[config.mk]
export PLATFORM = sky130hd
export DESIGN_NAME = skt_ctrl
export DESIGN_NICKNAME = d
export VERILOG_FILES = /design/src/skt_pkg.sv /design/src/skt_ctrl.sv
export SDC_FILE = /design/constraint.sdc
export NUM_CORES = 1
export LEC_CHECK = 0
export ABC_AREA = 1
export BUFFER_PORTS_ARGS = -buffer_cell sky130_fd_sc_hd__buf_4
export CAP_MARGIN = 20
export CORE_MARGIN = 5
export CORE_UTILIZATION = 35
export CTS_CLUSTER_SIZE = 30
export DETAILED_ROUTE_END_ITERATION = 6
export PLACE_DENSITY_LB_ADDON = 0.2
export SYNTH_ARGS = -nofsm -noshare
export SYNTH_HDL_FRONTEND = slang
export SYNTH_SLANG_ARGS = --single-unit
[constraint.sdc]
create_clock -name i_clk -period 5.55 [get_ports i_clk]
set_input_delay 0.8325 -clock i_clk [delete_from_list [all_inputs] [get_ports i_clk]]
set_output_delay 0.8325 -clock i_clk [all_outputs]
set_load 0.02 [all_outputs]
[src/skt_pkg.sv]
// ----------------------------------------------------------------------------
// skt_pkg
// shared types, codes and sizes of the sorted key table
// ----------------------------------------------------------------------------
package skt_pkg;

    localparam int SKT_CAPACITY = 256;

    localparam int KEY_W   = 31;
    localparam int TAG_W   = 32;
    localparam int ENT_W   = KEY_W + TAG_W;
    localparam int POS_W   = 9;
    localparam int REQ_W   = 2;
    localparam int STAT_W  = 2;
    localparam int IN_DW   = 64;
    localparam int OUT_DW  = 56;

    typedef enum logic [REQ_W-1:0] {
        REQ_LOOKUP = 2'd0,
        REQ_INSERT = 2'd1,
        REQ_DELETE = 2'd2
    } t_req;

    typedef enum logic [STAT_W-1:0] {
        STAT_OK        = 2'd0,
        STAT_NOT_FOUND = 2'd1,
        STAT_EXISTS    = 2'd2,
        STAT_FULL      = 2'd3
    } t_status;

    typedef enum logic [2:0] {
        ST_IDLE,
        ST_SRCH,
        ST_CMP,
        ST_EXEC,
        ST_SHIFT,
        ST_PUT,
        ST_DONE
    } t_state;

    typedef struct packed {
        logic [STAT_W-1:0] status;
        logic [TAG_W-1:0]  found_tag;
        logic [POS_W-1:0]  position;
        logic [POS_W-1:0]  entry_count;
    } t_result;

endpackage

[src/skt_ctrl.sv]
// ----------------------------------------------------------------------------
// skt_ctrl
// request sequencer: binary search, shift walk and entry write
// ----------------------------------------------------------------------------
module skt_ctrl import skt_pkg::*; #(
    parameter int CAPACITY = SKT_CAPACITY
) (
    input  logic                            i_clk,
    input  logic                            i_rst_n,
    input  logic                            i_in_vld,
    output logic                            o_in_rdy,
    input  logic [REQ_W-1:0]                i_req,
    input  logic [KEY_W-1:0]                i_key,
    input  logic [TAG_W-1:0]                i_tag,
    output logic                            o_res_vld,
    input  logic                            i_res_rdy,
    output t_result                         o_res,
    output logic [$clog2(CAPACITY)-1:0]     o_rd_addr,
    input  logic [ENT_W-1:0]                i_rd_data,
    output logic                            o_wr_en,
    output logic [$clog2(CAPACITY)-1:0]     o_wr_addr,
    output logic [ENT_W-1:0]                o_wr_data
);

    localparam int AW = $clog2(CAPACITY);
    localparam int CW = $clog2(CAPACITY + 1);

    t_state            r_state, n_state;
    logic [REQ_W-1:0]  r_req, n_req;
    logic [KEY_W-1:0]  r_key, n_key;
    logic [TAG_W-1:0]  r_tag, n_tag;
    logic [CW-1:0]     r_lo, n_lo;
    logic [CW-1:0]     r_hi, n_hi;
    logic [AW-1:0]     r_mid, n_mid;
    logic              r_hit, n_hit;
    logic [CW-1:0]     r_pos, n_pos;
    logic [TAG_W-1:0]  r_ftag, n_ftag;
    logic [CW-1:0]     r_count, n_count;
    logic [AW-1:0]     r_rd, n_rd;
    logic [CW-1:0]     r_rem, n_rem;
    logic              r_wb_vld, n_wb_vld;
    logic [AW-1:0]     r_wb_addr, n_wb_addr;
    logic              r_up, n_up;
    logic [STAT_W-1:0] r_status, n_status;

    logic [CW:0]       w_sum;
    logic [AW-1:0]     w_mid;
    logic [KEY_W-1:0]  w_rd_key;
    logic [TAG_W-1:0]  w_rd_tag;

    // midpoint of the inclusive range [lo, hi-1], as the search defines it
    assign w_sum    = {1'b0, r_lo} + {1'b0, r_hi} - (CW+1)'(1);
    assign w_mid    = w_sum[AW:1];
    assign w_rd_key = i_rd_data[KEY_W-1:0];
    assign w_rd_tag = i_rd_data[ENT_W-1:KEY_W];

    always_ff @(posedge i_clk) begin
        if (!i_rst_n) begin
            r_state  <= ST_IDLE;
            r_count  <= '0;
            r_wb_vld <= 1'b0;
        end else begin
            r_state  <= n_state;
            r_count  <= n_count;
            r_wb_vld <= n_wb_vld;
        end
    end

    always_ff @(posedge i_clk) begin
        r_req     <= n_req;
        r_key     <= n_key;
        r_tag     <= n_tag;
        r_lo      <= n_lo;
        r_hi      <= n_hi;
        r_mid     <= n_mid;
        r_hit     <= n_hit;
        r_pos     <= n_pos;
        r_ftag    <= n_ftag;
        r_rd      <= n_rd;
        r_rem     <= n_rem;
        r_wb_addr <= n_wb_addr;
        r_up      <= n_up;
        r_status  <= n_status;
    end

    always_comb begin
        n_state   = r_state;
        n_req     = r_req;
        n_key     = r_key;
        n_tag     = r_tag;
        n_lo      = r_lo;
        n_hi      = r_hi;
        n_mid     = r_mid;
        n_hit     = r_hit;
        n_pos     = r_pos;
        n_ftag    = r_ftag;
        n_count   = r_count;
        n_rd      = r_rd;
        n_rem     = r_rem;
        n_wb_vld  = r_wb_vld;
        n_wb_addr = r_wb_addr;
        n_up      = r_up;
        n_status  = r_status;
        o_in_rdy  = 1'b0;
        o_res_vld = 1'b0;
        o_rd_addr = '0;
        o_wr_en   = 1'b0;
        o_wr_addr = r_wb_addr;
        o_wr_data = i_rd_data;

        case (r_state)
            ST_IDLE: begin
                o_in_rdy = 1'b1;
                if (i_in_vld) begin
                    n_req   = i_req;
                    n_key   = i_key;
                    n_tag   = i_tag;
                    n_lo    = '0;
                    n_hi    = r_count;
                    n_hit   = 1'b0;
                    n_ftag  = '0;
                    n_state = ST_SRCH;
                end
            end
            ST_SRCH: begin
                if (r_lo < r_hi) begin
                    o_rd_addr = w_mid;
                    n_mid     = w_mid;
                    n_state   = ST_CMP;
                end else begin
                    n_pos   = r_lo;
                    n_state = ST_EXEC;
                end
            end
            ST_CMP: begin
                if (w_rd_key > r_key) begin
                    n_hi    = CW'(r_mid);
                    n_state = ST_SRCH;
                end else if (w_rd_key < r_key) begin
                    n_lo    = CW'(r_mid) + CW'(1);
                    n_state = ST_SRCH;
                end else begin
                    n_hit   = 1'b1;
                    n_pos   = CW'(r_mid);
                    n_ftag  = w_rd_tag;
                    n_state = ST_EXEC;
                end
            end
            ST_EXEC: begin
                n_wb_vld = 1'b0;
                case (r_req)
                    REQ_INSERT: begin
                        n_ftag = '0;
                        if (r_hit) begin
                            n_status = STAT_EXISTS;
                            n_state  = ST_DONE;
                        end else if (r_count == CW'(CAPACITY)) begin
                            n_status = STAT_FULL;
                            n_state  = ST_DONE;
                        end else begin
                            n_status = STAT_OK;
                            n_up     = 1'b1;
                            n_rd     = AW'(r_count - CW'(1));
                            n_rem    = r_count - r_pos;
                            n_state  = ST_SHIFT;
                        end
                    end
                    REQ_DELETE: begin
                        n_ftag = '0;
                        if (r_hit) begin
                            n_status = STAT_OK;
                            n_up     = 1'b0;
                            n_rd     = AW'(r_pos + CW'(1));
                            n_rem    = r_count - r_pos - CW'(1);
                            n_state  = ST_SHIFT;
                        end else begin
                            n_status = STAT_NOT_FOUND;
                            n_state  = ST_DONE;
                        end
                    end
                    default: begin
                        n_status = r_hit ? STAT_OK : STAT_NOT_FOUND;
                        n_state  = ST_DONE;
                    end
                endcase
            end
            ST_SHIFT: begin
                // read one entry ahead, write it back one slot over in the next cycle
                if (r_wb_vld) begin
                    o_wr_en = 1'b1;
                end
                if (r_rem != '0) begin
                    o_rd_addr = r_rd;
                    n_wb_vld  = 1'b1;
                    n_wb_addr = r_up ? r_rd + AW'(1) : r_rd - AW'(1);
                    n_rd      = r_up ? r_rd - AW'(1) : r_rd + AW'(1);
                    n_rem     = r_rem - CW'(1);
                end else begin
                    n_wb_vld = 1'b0;
                    if (!r_wb_vld) begin
                        if (r_up) begin
                            n_state = ST_PUT;
                        end else begin
                            n_count = r_count - CW'(1);
                            n_state = ST_DONE;
                        end
                    end
                end
            end
            ST_PUT: begin
                o_wr_en   = 1'b1;
                o_wr_addr = AW'(r_pos);
                o_wr_data = {r_tag, r_key};
                n_count   = r_count + CW'(1);
                n_state   = ST_DONE;
            end
            ST_DONE: begin
                o_res_vld = 1'b1;
                if (i_res_rdy) begin
                    n_state = ST_IDLE;
                end
            end
            default: begin
                n_state = ST_IDLE;
            end
        endcase
    end

    assign o_res.status      = r_status;
    assign o_res.found_tag   = r_ftag;
    assign o_res.position    = POS_W'(r_pos);
    assign o_res.entry_count = POS_W'(r_count);

    a_count_bound: assert property (@(posedge i_clk) disable iff (!i_rst_n)
        r_count <= CW'(CAPACITY))
        else $error("entry count beyond capacity");

    a_full_only_at_cap: assert property (@(posedge i_clk) disable iff (!i_rst_n)
        (o_res_vld && r_status == STAT_FULL) |-> (r_count == CW'(CAPACITY)))
        else $error("table full reported below capacity");

    a_put_grows: assert property (@(posedge i_clk) disable iff (!i_rst_n)
        (r_state == ST_PUT) |=> (r_count == $past(r_count) + CW'(1)))
        else $error("insert did not grow the table");

    a_tag_on_hit: assert property (@(posedge i_clk) disable iff (!i_rst_n)
        (o_res_vld && r_status != STAT_OK) |-> (r_ftag == '0))
        else $error("tag returned without a hit");

endmodule

== Word-level counts from Yosys, hierarchy flattened ==
Cells that the tools add are included.

* Bits in registers: 174
* Input bits: 132
* Output and inout port bits: 134
* Word-level logic and storage cells: 150

* $add $sub $neg: 11
* Order comparisons: 3
* Equal/unequal tests: 28
* Mux-type cells: 70
* Reduce and logical (&&, ||, !) cells: 21

{| class="wikitable"
|+ Operators with widths
! operator !! count
|-
| 9-bit two-way mux || 15
|-
| 32-bit two-way mux || 4
|-
| 9-bit case mux with 2 select lines || 6
|-
| 32-bit case mux with 3 select lines || 1
|-
| 8-bit two-way mux || 9
|-
| 63-bit two-way mux || 1
|-
| 8-bit case mux with 2 select lines || 3
|-
| 9-bit by 1-bit subtractor with 9-bit output, second input constant || 4
|-
| 31-bit greater-than comparator || 1
|-
| 31-bit < comparator || 1
|-
| 2-bit inequality test, second input constant || 15
|-
| 3-bit case mux with 7 select lines || 1
|-
| 4-bit AND reduction || 5
|-
| 2-bit two-way mux || 9
|-
| 8-bit by 1-bit adder with 8-bit output, second input constant || 2
|-
| 1-bit two-way mux || 12
|-
| 3-bit two-way mux || 4
|-
| 5-bit AND reduction || 2
|-
| 2-bit nonzero test || 5
|-
| 8-bit by 1-bit adder with 9-bit output, second input constant || 1
|-
| 9-bit by 1-bit adder with 9-bit output, second input constant || 1
|-
| 9-bit adder || 1
|-
| 3-bit == test, second input constant || 3
|-
| 9-bit == test, second input constant || 1
|-
| 18 further kinds || 26
|}

== Depth between registers and ports, before layout ==
Gate-level depths: netlist (run 1).

* Depth after elaboration: 5
* Mapped depth: 15
* Depth with buffers taken out: 15

== Least setup slack after synthesis (run 1) ==
No wires, ideal clock.

* Kind: input to register
* Start point: input i_rd_data[14]
* End point: register r_ftag[0], enable pin
* Library setup time: 0.461 ns
* Arrival time: 3.992 ns
* Data required time: 5.089 ns
* Path slack: 1.097 ns
* Stages: 9
* Path buffers: 0
* Cells stage by stage: ha_1 nand2_1 nor2_1 and2_1 nand2_1 nand3b_1 nand3_1 nand2_1 nor3_1

* Word-level cells in the longest chain between the ends: 3
* Elaborated cells between the ends (all ways): 5
* Those cells by class: 2 x order compare; 2 x eq/ne; 1 x reduce/logical

{| class="wikitable"
|+ Ends and longest elaborated chain
! what !! RTL line !! text
|-
| start, declared || skt_ctrl.sv:19 || <nowiki>input logic [ENT_W-1:0] i_rd_data,</nowiki>
|-
| 31-bit < comparator / 31-bit greater-than comparator (equally long branches) || skt_ctrl.sv:139, skt_ctrl.sv:136 ||
|-
| 2-bit inequality test (no source line) || n/a ||
|-
| 5-bit AND reduction (no source line) (*) || n/a ||
|-
| end signal, assigned || skt_ctrl.sv:78 || <nowiki>r_ftag <= n_ftag;</nowiki>
|-
| end, declared || skt_ctrl.sv:37 || <nowiki>logic [TAG_W-1:0] r_ftag, n_ftag;</nowiki>
|}

Mark *: on every way between the ends. The rest lies on a longest branch, timed or not.
A chain may end at the register's enable or synchronous reset.

== Worst setup path in the final report (run 1) ==
* Start point: register r_lo[1]
* End point: output o_rd_addr[6]

* Word-level cells in the longest chain between the ends: 4
* Elaborated cells between the ends (all ways): 5
* Those cells by class: 2 x add/sub; 1 x order compare; 2 x mux

{| class="wikitable"
|+ Ends and longest elaborated chain
! what !! RTL line !! text
|-
| start, declared || skt_ctrl.sv:32 || <nowiki>logic [CW-1:0] r_lo, n_lo;</nowiki>
|-
| start signal, assigned || skt_ctrl.sv:73 || <nowiki>r_lo <= n_lo;</nowiki>
|-
| 9-bit adder || skt_ctrl.sv:52 || <nowiki>assign w_sum = {1'b0, r_lo} + {1'b0, r_hi} - (CW+1)'(1);</nowiki>
|-
| 9-bit by 1-bit subtractor with 9-bit output || skt_ctrl.sv:52 ||
|-
| 8-bit two-way mux (*) || skt_ctrl.sv:126 || <nowiki>if (r_lo < r_hi) begin</nowiki>
|-
| 8-bit case mux with 2 select lines (*) || skt_ctrl.sv:111 || <nowiki>case (r_state)</nowiki>
|-
| end, declared || skt_ctrl.sv:18 || <nowiki>output logic [$clog2(CAPACITY)-1:0] o_rd_addr,</nowiki>
|}

Marks and branches as above.

==> run metrics, run 1 <==
CTS buffer count 17; Final Slew Violations 0; nets 1621; WP data required 4720 ps; CP Cell Sequence inv_1 -> ha_1 -> inv_1 -> ha_1 -> inv_1 -> fa_1 -> o21ai_0 -> nand2_1 -> nand2_1 -> a21oi_1 -> xor2_1 -> o22ai_1 -> buf_4; Initial Util 35.6%; Die Ht 181 um; die footprint 0.0328 mm^2; Leak 6.20 nW; Tmin final 3700 ps; HPWL Detailed 23.4 mm; largest net degree at the start of global routing 80; combinational share of power 52.3%; Iter 0 DRT Violations 495; clk slew on worst S/H paths 70 ps; post-route setup TNS 0 ps; global route total overflow 0; Crit path largest cell delay 410 ps; post-CTS resize count 0; most common cell after layout, fill and taps aside buf_4; Avg Cell Area, Syn 8.85 um^2; Netlist cell types 47; Final Power 0.00790 W; Seq pwr share 31.9%; max frequency 270 MHz; Net Count, Synth 1365; H-tree levels 4; Cells after Synth 1159; Die W 181 um; mux share of post-synthesis cell area 0.0976%; Setup Viol. Count Final 0; largest cells by area after synthesis edfxtp_1 (47%), nand2_1 (9.4%), ha_1 (8.8%); row cnt 62; Core Area 0.0288 mm^2; Synth Area in Simple Gates 18.0%; synthesized area 0.0103 mm^2; Hold Path Class reg -> reg; Int Pwr 0.00426 W; Port Buffers 265; Hold Fails Final Rpt 0; largest family of logic cells by synthesized area simple AND/OR/NAND/NOR gates; IO Count 266; sw power 0.00364 W; worst vdd ir 0.232 mV; Primary FF master, synth edfxtp_1; total track usage 17.9%; XOR/XNOR Fraction of Synth Area 3.16%; number of global-route vias before repair 8636; CP dominant cell by count inv_1; share of cells above drive strength 1 23.4%; minimum setup slack after placement 2270 ps; Max clock buf depth 2; Rel. slew slack 32.6%; filler cell count in the final layout 2801; cts hold-fix bufs 0; Least-Margin Pin Slew 1010 ps; Post-Route WL 30.1 mm; wire per inst 16.6 um; CTS root buf clkbuf_16; Area Overhead vs Synth 29.0%; clk sink count 174; Synth Area in Compound Gates 10.9%; critical path arrival 2870 ps; CTS tree done; final worst slack 1850 ps; post-DR vias/cell 4.75; Clk Latency, worst-skew pair 440 ps; most frequent cells in the layout buf_4 (272), nand2_1 (257), inv_1 (193); Post-synth ARST share 0%; Sw Ratio 46.1%; Post CTS Setup Buffer Count 0; startpoint types flip-flop; first-pass iteration count of the detailed router 5; dpl cell area 0.0126 mm^2; # diodes 0; DRC violations left 0; EDFF count, synth 161; first-pass GRT wire length 46.8 mm; Clock power frac 15.7%; Yosys reg bits 174; fin crit share 66.7%; Worst setup EP type primary output; post-synthesis sequential area ratio 49.7%; Synth Area in Adders 9.18%; status finished clean; top cell type's share of synthesized area 47.1%; crit-path max FO 2; initial antenna violation count 0; ANT nets after route 0; final setup skew 20.5 ps; YS warnings 0; Via Count 8614; critical path class reg -> out; CP max-delay cell edfxtp_1; largest area contributor in the netlist edfxtp_1; routability congestion estimate 0.883; # Max-Cap Violations 0; Post-Layout Inst Area 0.0132 mm^2; post-layout util 46.0%; pwr/cell area 597 mW/mm^2; RSZ-0062 raised after global routing no
-- sequential cells by signal, indices dropped and copies added (netlist names) --
name,count
r_ftag,32
r_tag,32
r_key,31
r_count,9
r_hi,9
r_lo,9
r_pos,9
r_rem,9
r_mid,8
r_rd,8
r_wb_addr,8
r_state,3
r_req,2
r_status,2
r_hit,1
r_up,1
r_wb_vld,1
-- worst paths after layout --
path              slack, ps                     to  cells after the start               startpoint
hold / removal          530  r_wb_vld$_SDFFE_PN0P_                      2    r_wb_vld$_SDFFE_PN0P_
setup reg to reg       2600     r_pos[2]$_DFFE_PP_                      8  r_state[1]$_SDFFE_PN0P_
hold reg to reg         530  r_wb_vld$_SDFFE_PN0P_                      2    r_wb_vld$_SDFFE_PN0P_
setup / recovery       1850           o_rd_addr[6]                     13    r_lo[1]$_SDFFCE_PN0P_
-- power by group through the flow --
stage	clock network (W)	registers, W	logic [W]
after global routing	0.00133	0.00257	0.00459
final	0.00124	0.00252	0.00413
after detailed placement	0	0.00254	0.00414
after global placement	0	0.00254	0.00410
after floorplan	0	0.00267	0.00250
after CTS	0.00127	0.00252	0.00418
-- cell families (layout without fill, tap and decap cells) --
| group | after synthesis | in the layout |
|---|---|---|
| and+or+nand+nor | 431 | 431 |
| muxes | 1 | 1 |
| xor gates and xnor gates | 37 | 37 |
| adders and majority gates | 74 | 74 |
| AOI/OAI and AO/OA | 208 | 208 |
| buffers and inverters | 234 | 503 |
| DFF | 174 | 174 |
-- cell type report --
type	instances	area (um^2)	area share, %
clock buffers	17	425	3.22
clock inverters	15	186	1.41
inverters	199	747	5.65
multi-input cells	751	4250	32.2
flip-flops and latches	174	5090	38.5
well taps	384	480	3.63
repair buffers	272	2040	15.4
-- Yosys cell counts (all sizes together), types with 3 or more instances --
cell type  instances
nand2            262
inv              198
edfxtp           161
o21ai            122
nor2              93
ha                72
a21oi             50
nand3             36
xor2              29
buf               19
clkbuf            16
nor3              15
o211ai            14
dfxtp             13
nand4             10
xnor2              8
a31oi              7
o22ai              6
nand3b             4
or2                4
nor3b              3
o21a               3
-- critical path: cells and delay by family (launching register included) --
| kind | cells | cell delay (ps) |
|---|---|---|
| adders and majority gates | 3 | 810 |
| DFF | 1 | 410 |
| xor gates and xnor gates | 1 | 160 |
| and+or+nand+nor | 2 | 150 |
| buffers and inverters | 4 | 400 |
| AOI/OAI and AO/OA | 3 | 520 |
-- layer usage --
layer | up-vias | GRT usage [%] | wire (um)
met5 | - | 0 | 0
met4 | 0 | 5.16 | 648
met3 | 39 | 6.92 | 2730
met2 | 281 | 29.5 | 14000
met1 | 3954 | 21.9 | 12700
li1 | 4340 | - | -
-- per-stage QoR --
step                cells  hold WS [ps]
floorplan            1159           496
finish               1812           528
CTS                  1812           529
global placement     1780           509
global route         1812           530
detailed placement   1780           519
Power figures use the tool's default switching activity.
==> run 2, diff against run 1 <==
Clock period 5.55 ns to 3.51 ns, I/O delays scaled along.
==> run 2 against run 1 <==
  * Final area rose by 0.42%
  * Utilization is 0.19 points higher
  * Wire length shrank 0.63%
  * First-iteration DRC count increased by 31%
  * Sequential share of layout area shrank 0.16 points
  * Setup slack worse by 1600 ps
  * Cell count increased by 0.33%
  * Critical path depth unchanged
  * Non-clock buffer count is 6 higher
  * Sequential power grew 58%
  * Clock power rose by 61%
  * Global-route usage hardly changed
  * Largest cell class unchanged
  * Largest power group unchanged
==> run metrics, run 2 (synthesis results as in run 1) <==
status finished clean; clk sink count 174 (unchanged); H-tree levels 4 (unchanged); nets 1627 (+0.37%); post-route setup TNS 0 ps (unchanged); Tmin final 3240 ps; Post CTS Setup Buffer Count 0 (unchanged); pwr/cell area 942 mW/mm^2 (+58%); final setup skew 19.9 ps (-0.595 ps); wire per inst 16.5 um (-0.96%); routability congestion estimate 0.864 (-2.2%); most common cell after layout, fill and taps aside buf_4; Iter 0 DRT Violations 648 (+31%); Hold Path Class in -> reg; Area Overhead vs Synth 29.6%; critical path class reg -> out; number of global-route vias before repair 8560 (-0.88%); Least-Margin Pin Slew 920 ps (-90.6 ps); # Max-Cap Violations 0 (unchanged); Max clock buf depth 2 (unchanged); total track usage 17.9% (about the same); DRC violations left 0 (unchanged); top flop regs r_ftag (32), r_tag (32), r_key (31); most frequent cells in the layout buf_4 (278), nand2_1 (257), inv_1 (193); die footprint 0.0328 mm^2 (unchanged); RSZ-0062 raised after global routing no; CP dominant cell by count inv_1; worst vdd ir 0.399 mV (+72%); WP data required 2980 ps (-1740 ps); crit-path max FO 2 (unchanged); first-pass iteration count of the detailed router 5 (unchanged); Leak 6.24 nW (+0.59%); Setup Viol. Count Final 0 (unchanged); HPWL Detailed 23.4 mm (about the same); first-pass GRT wire length 46.7 mm (-0.10%); Rel. slew slack 38.6% (+6.0 points); CP max-delay cell fa_1; clk slew on worst S/H paths 90 ps (+20 ps); Via Count 8626 (+0.14%); Final Slew Violations 0 (unchanged); Placed Cells 1786 (+0.34%); CTS root buf clkbuf_16; Hold Fails Final Rpt 0 (unchanged); Post-Route WL 29.9 mm (-0.63%); critical path arrival 2720 ps (-150 ps); row cnt 62 (unchanged); max frequency 308 MHz; IO Count 266 (unchanged); post-layout util 46.2% (+0.19 points); Port Buffers 265 (unchanged); startpoint types flip-flop; initial antenna violation count 0 (unchanged); Crit path largest cell delay 400 ps (about the same); fin crit share 92.4%; post-DR vias/cell 4.74 (-0.19%); global route total overflow 0 (unchanged); WHS 252 ps (-276 ps); Die W 181 um (unchanged); largest net degree at the start of global routing 76 (-5.0%); share of cells above drive strength 1 23.7% (+0.32 points); CTS tree done; ANT nets after route 0 (unchanged); Core Area 0.0288 mm^2 (unchanged); CTS buffer count 17 (unchanged); Initial Util 35.6% (unchanged); final non-filler cell total 1818 (+0.33%); Clk Latency, worst-skew pair 440 ps (about the same); Worst setup EP type primary output; Die Ht 181 um (unchanged); CP Cell Sequence inv_1 -> ha_1 -> inv_1 -> ha_1 -> inv_1 -> fa_1 -> o21ai_1 -> nand2_1 -> nand2_1 -> a21oi_1 -> xor2_1 -> o22ai_1 -> buf_4; # diodes 0 (unchanged)
## run 2: cell types whose count changed in the layout (fill, tap and decap cells not counted), sizes merged
cell	delta
buf	+6
bufinv	+1
inv	+1
clkinv	-2
## run 2: stage by stage
step	area, um^2	setup WS [ps]	power, W
after floorplan	10300	345	0.00816
after global placement	12700	621	0.0105
after detailed placement	12700	640	0.0106
after CTS	13300	171	0.0126
after global routing	13300	39.1	0.0135
final	13300	268	0.0125
## run 2: layout make-up
type	count	area [um^2]
well taps	384	480
fillers	2812	15500
inverters	199	747
repair buffers	278	2090
clock inverters	15	190
multi-input cells	751	4260
clock buffers	17	425
flip-flops and latches	174	5090
## run 2: repair_timing
| action | CTS | global route |
|---|---|---|
| endpoints found under the setup margin | 0 | 1 |
| gates resized for setup | 0 | 1 |
| hold buffers | 0 | 0 |
## run 2: final timing paths
check	from	end	slack, ps	cells past startpoint
max	r_lo[1]$_SDFFCE_PN0P_	o_rd_addr[6]	270	13
min	i_tag[17]	r_tag[17]$_DFFE_PP_	250	1
max reg2reg	r_pos[0]$_DFFE_PP_	r_rem[8]$_DFFE_PP_	900	14
min reg2reg	r_wb_vld$_SDFFE_PN0P_	r_wb_vld$_SDFFE_PN0P_	530	2
## run 2: metal layers
metal | up-vias | track usage [%] | share of wire [%]
li1 | 4338 | - | -
met1 | 3981 | 23.0 | 43
met2 | 294 | 29.3 | 47
met3 | 13 | 6.45 | 9.3
met4 | 0 | 3.75 | 0.81
met5 | - | 0 | 0
## run 2: where the power goes
group          switching (W)  internal (W)  total, W
logic                0.00426       0.00228   0.00654
registers           0.000462       0.00352   0.00398
clock network       0.000960       0.00104   0.00200
## run 2: worst max-delay path: cells and delay by family (launching register included)
| kind | cells | cell delay (ps) |
|---|---|---|
| compound gates | 3 | 420 |
| xor+xnor | 1 | 160 |
| fa+ha+maj | 3 | 800 |
| buf+inv | 4 | 380 |
| flops | 1 | 390 |
| simple gates | 2 | 130 |
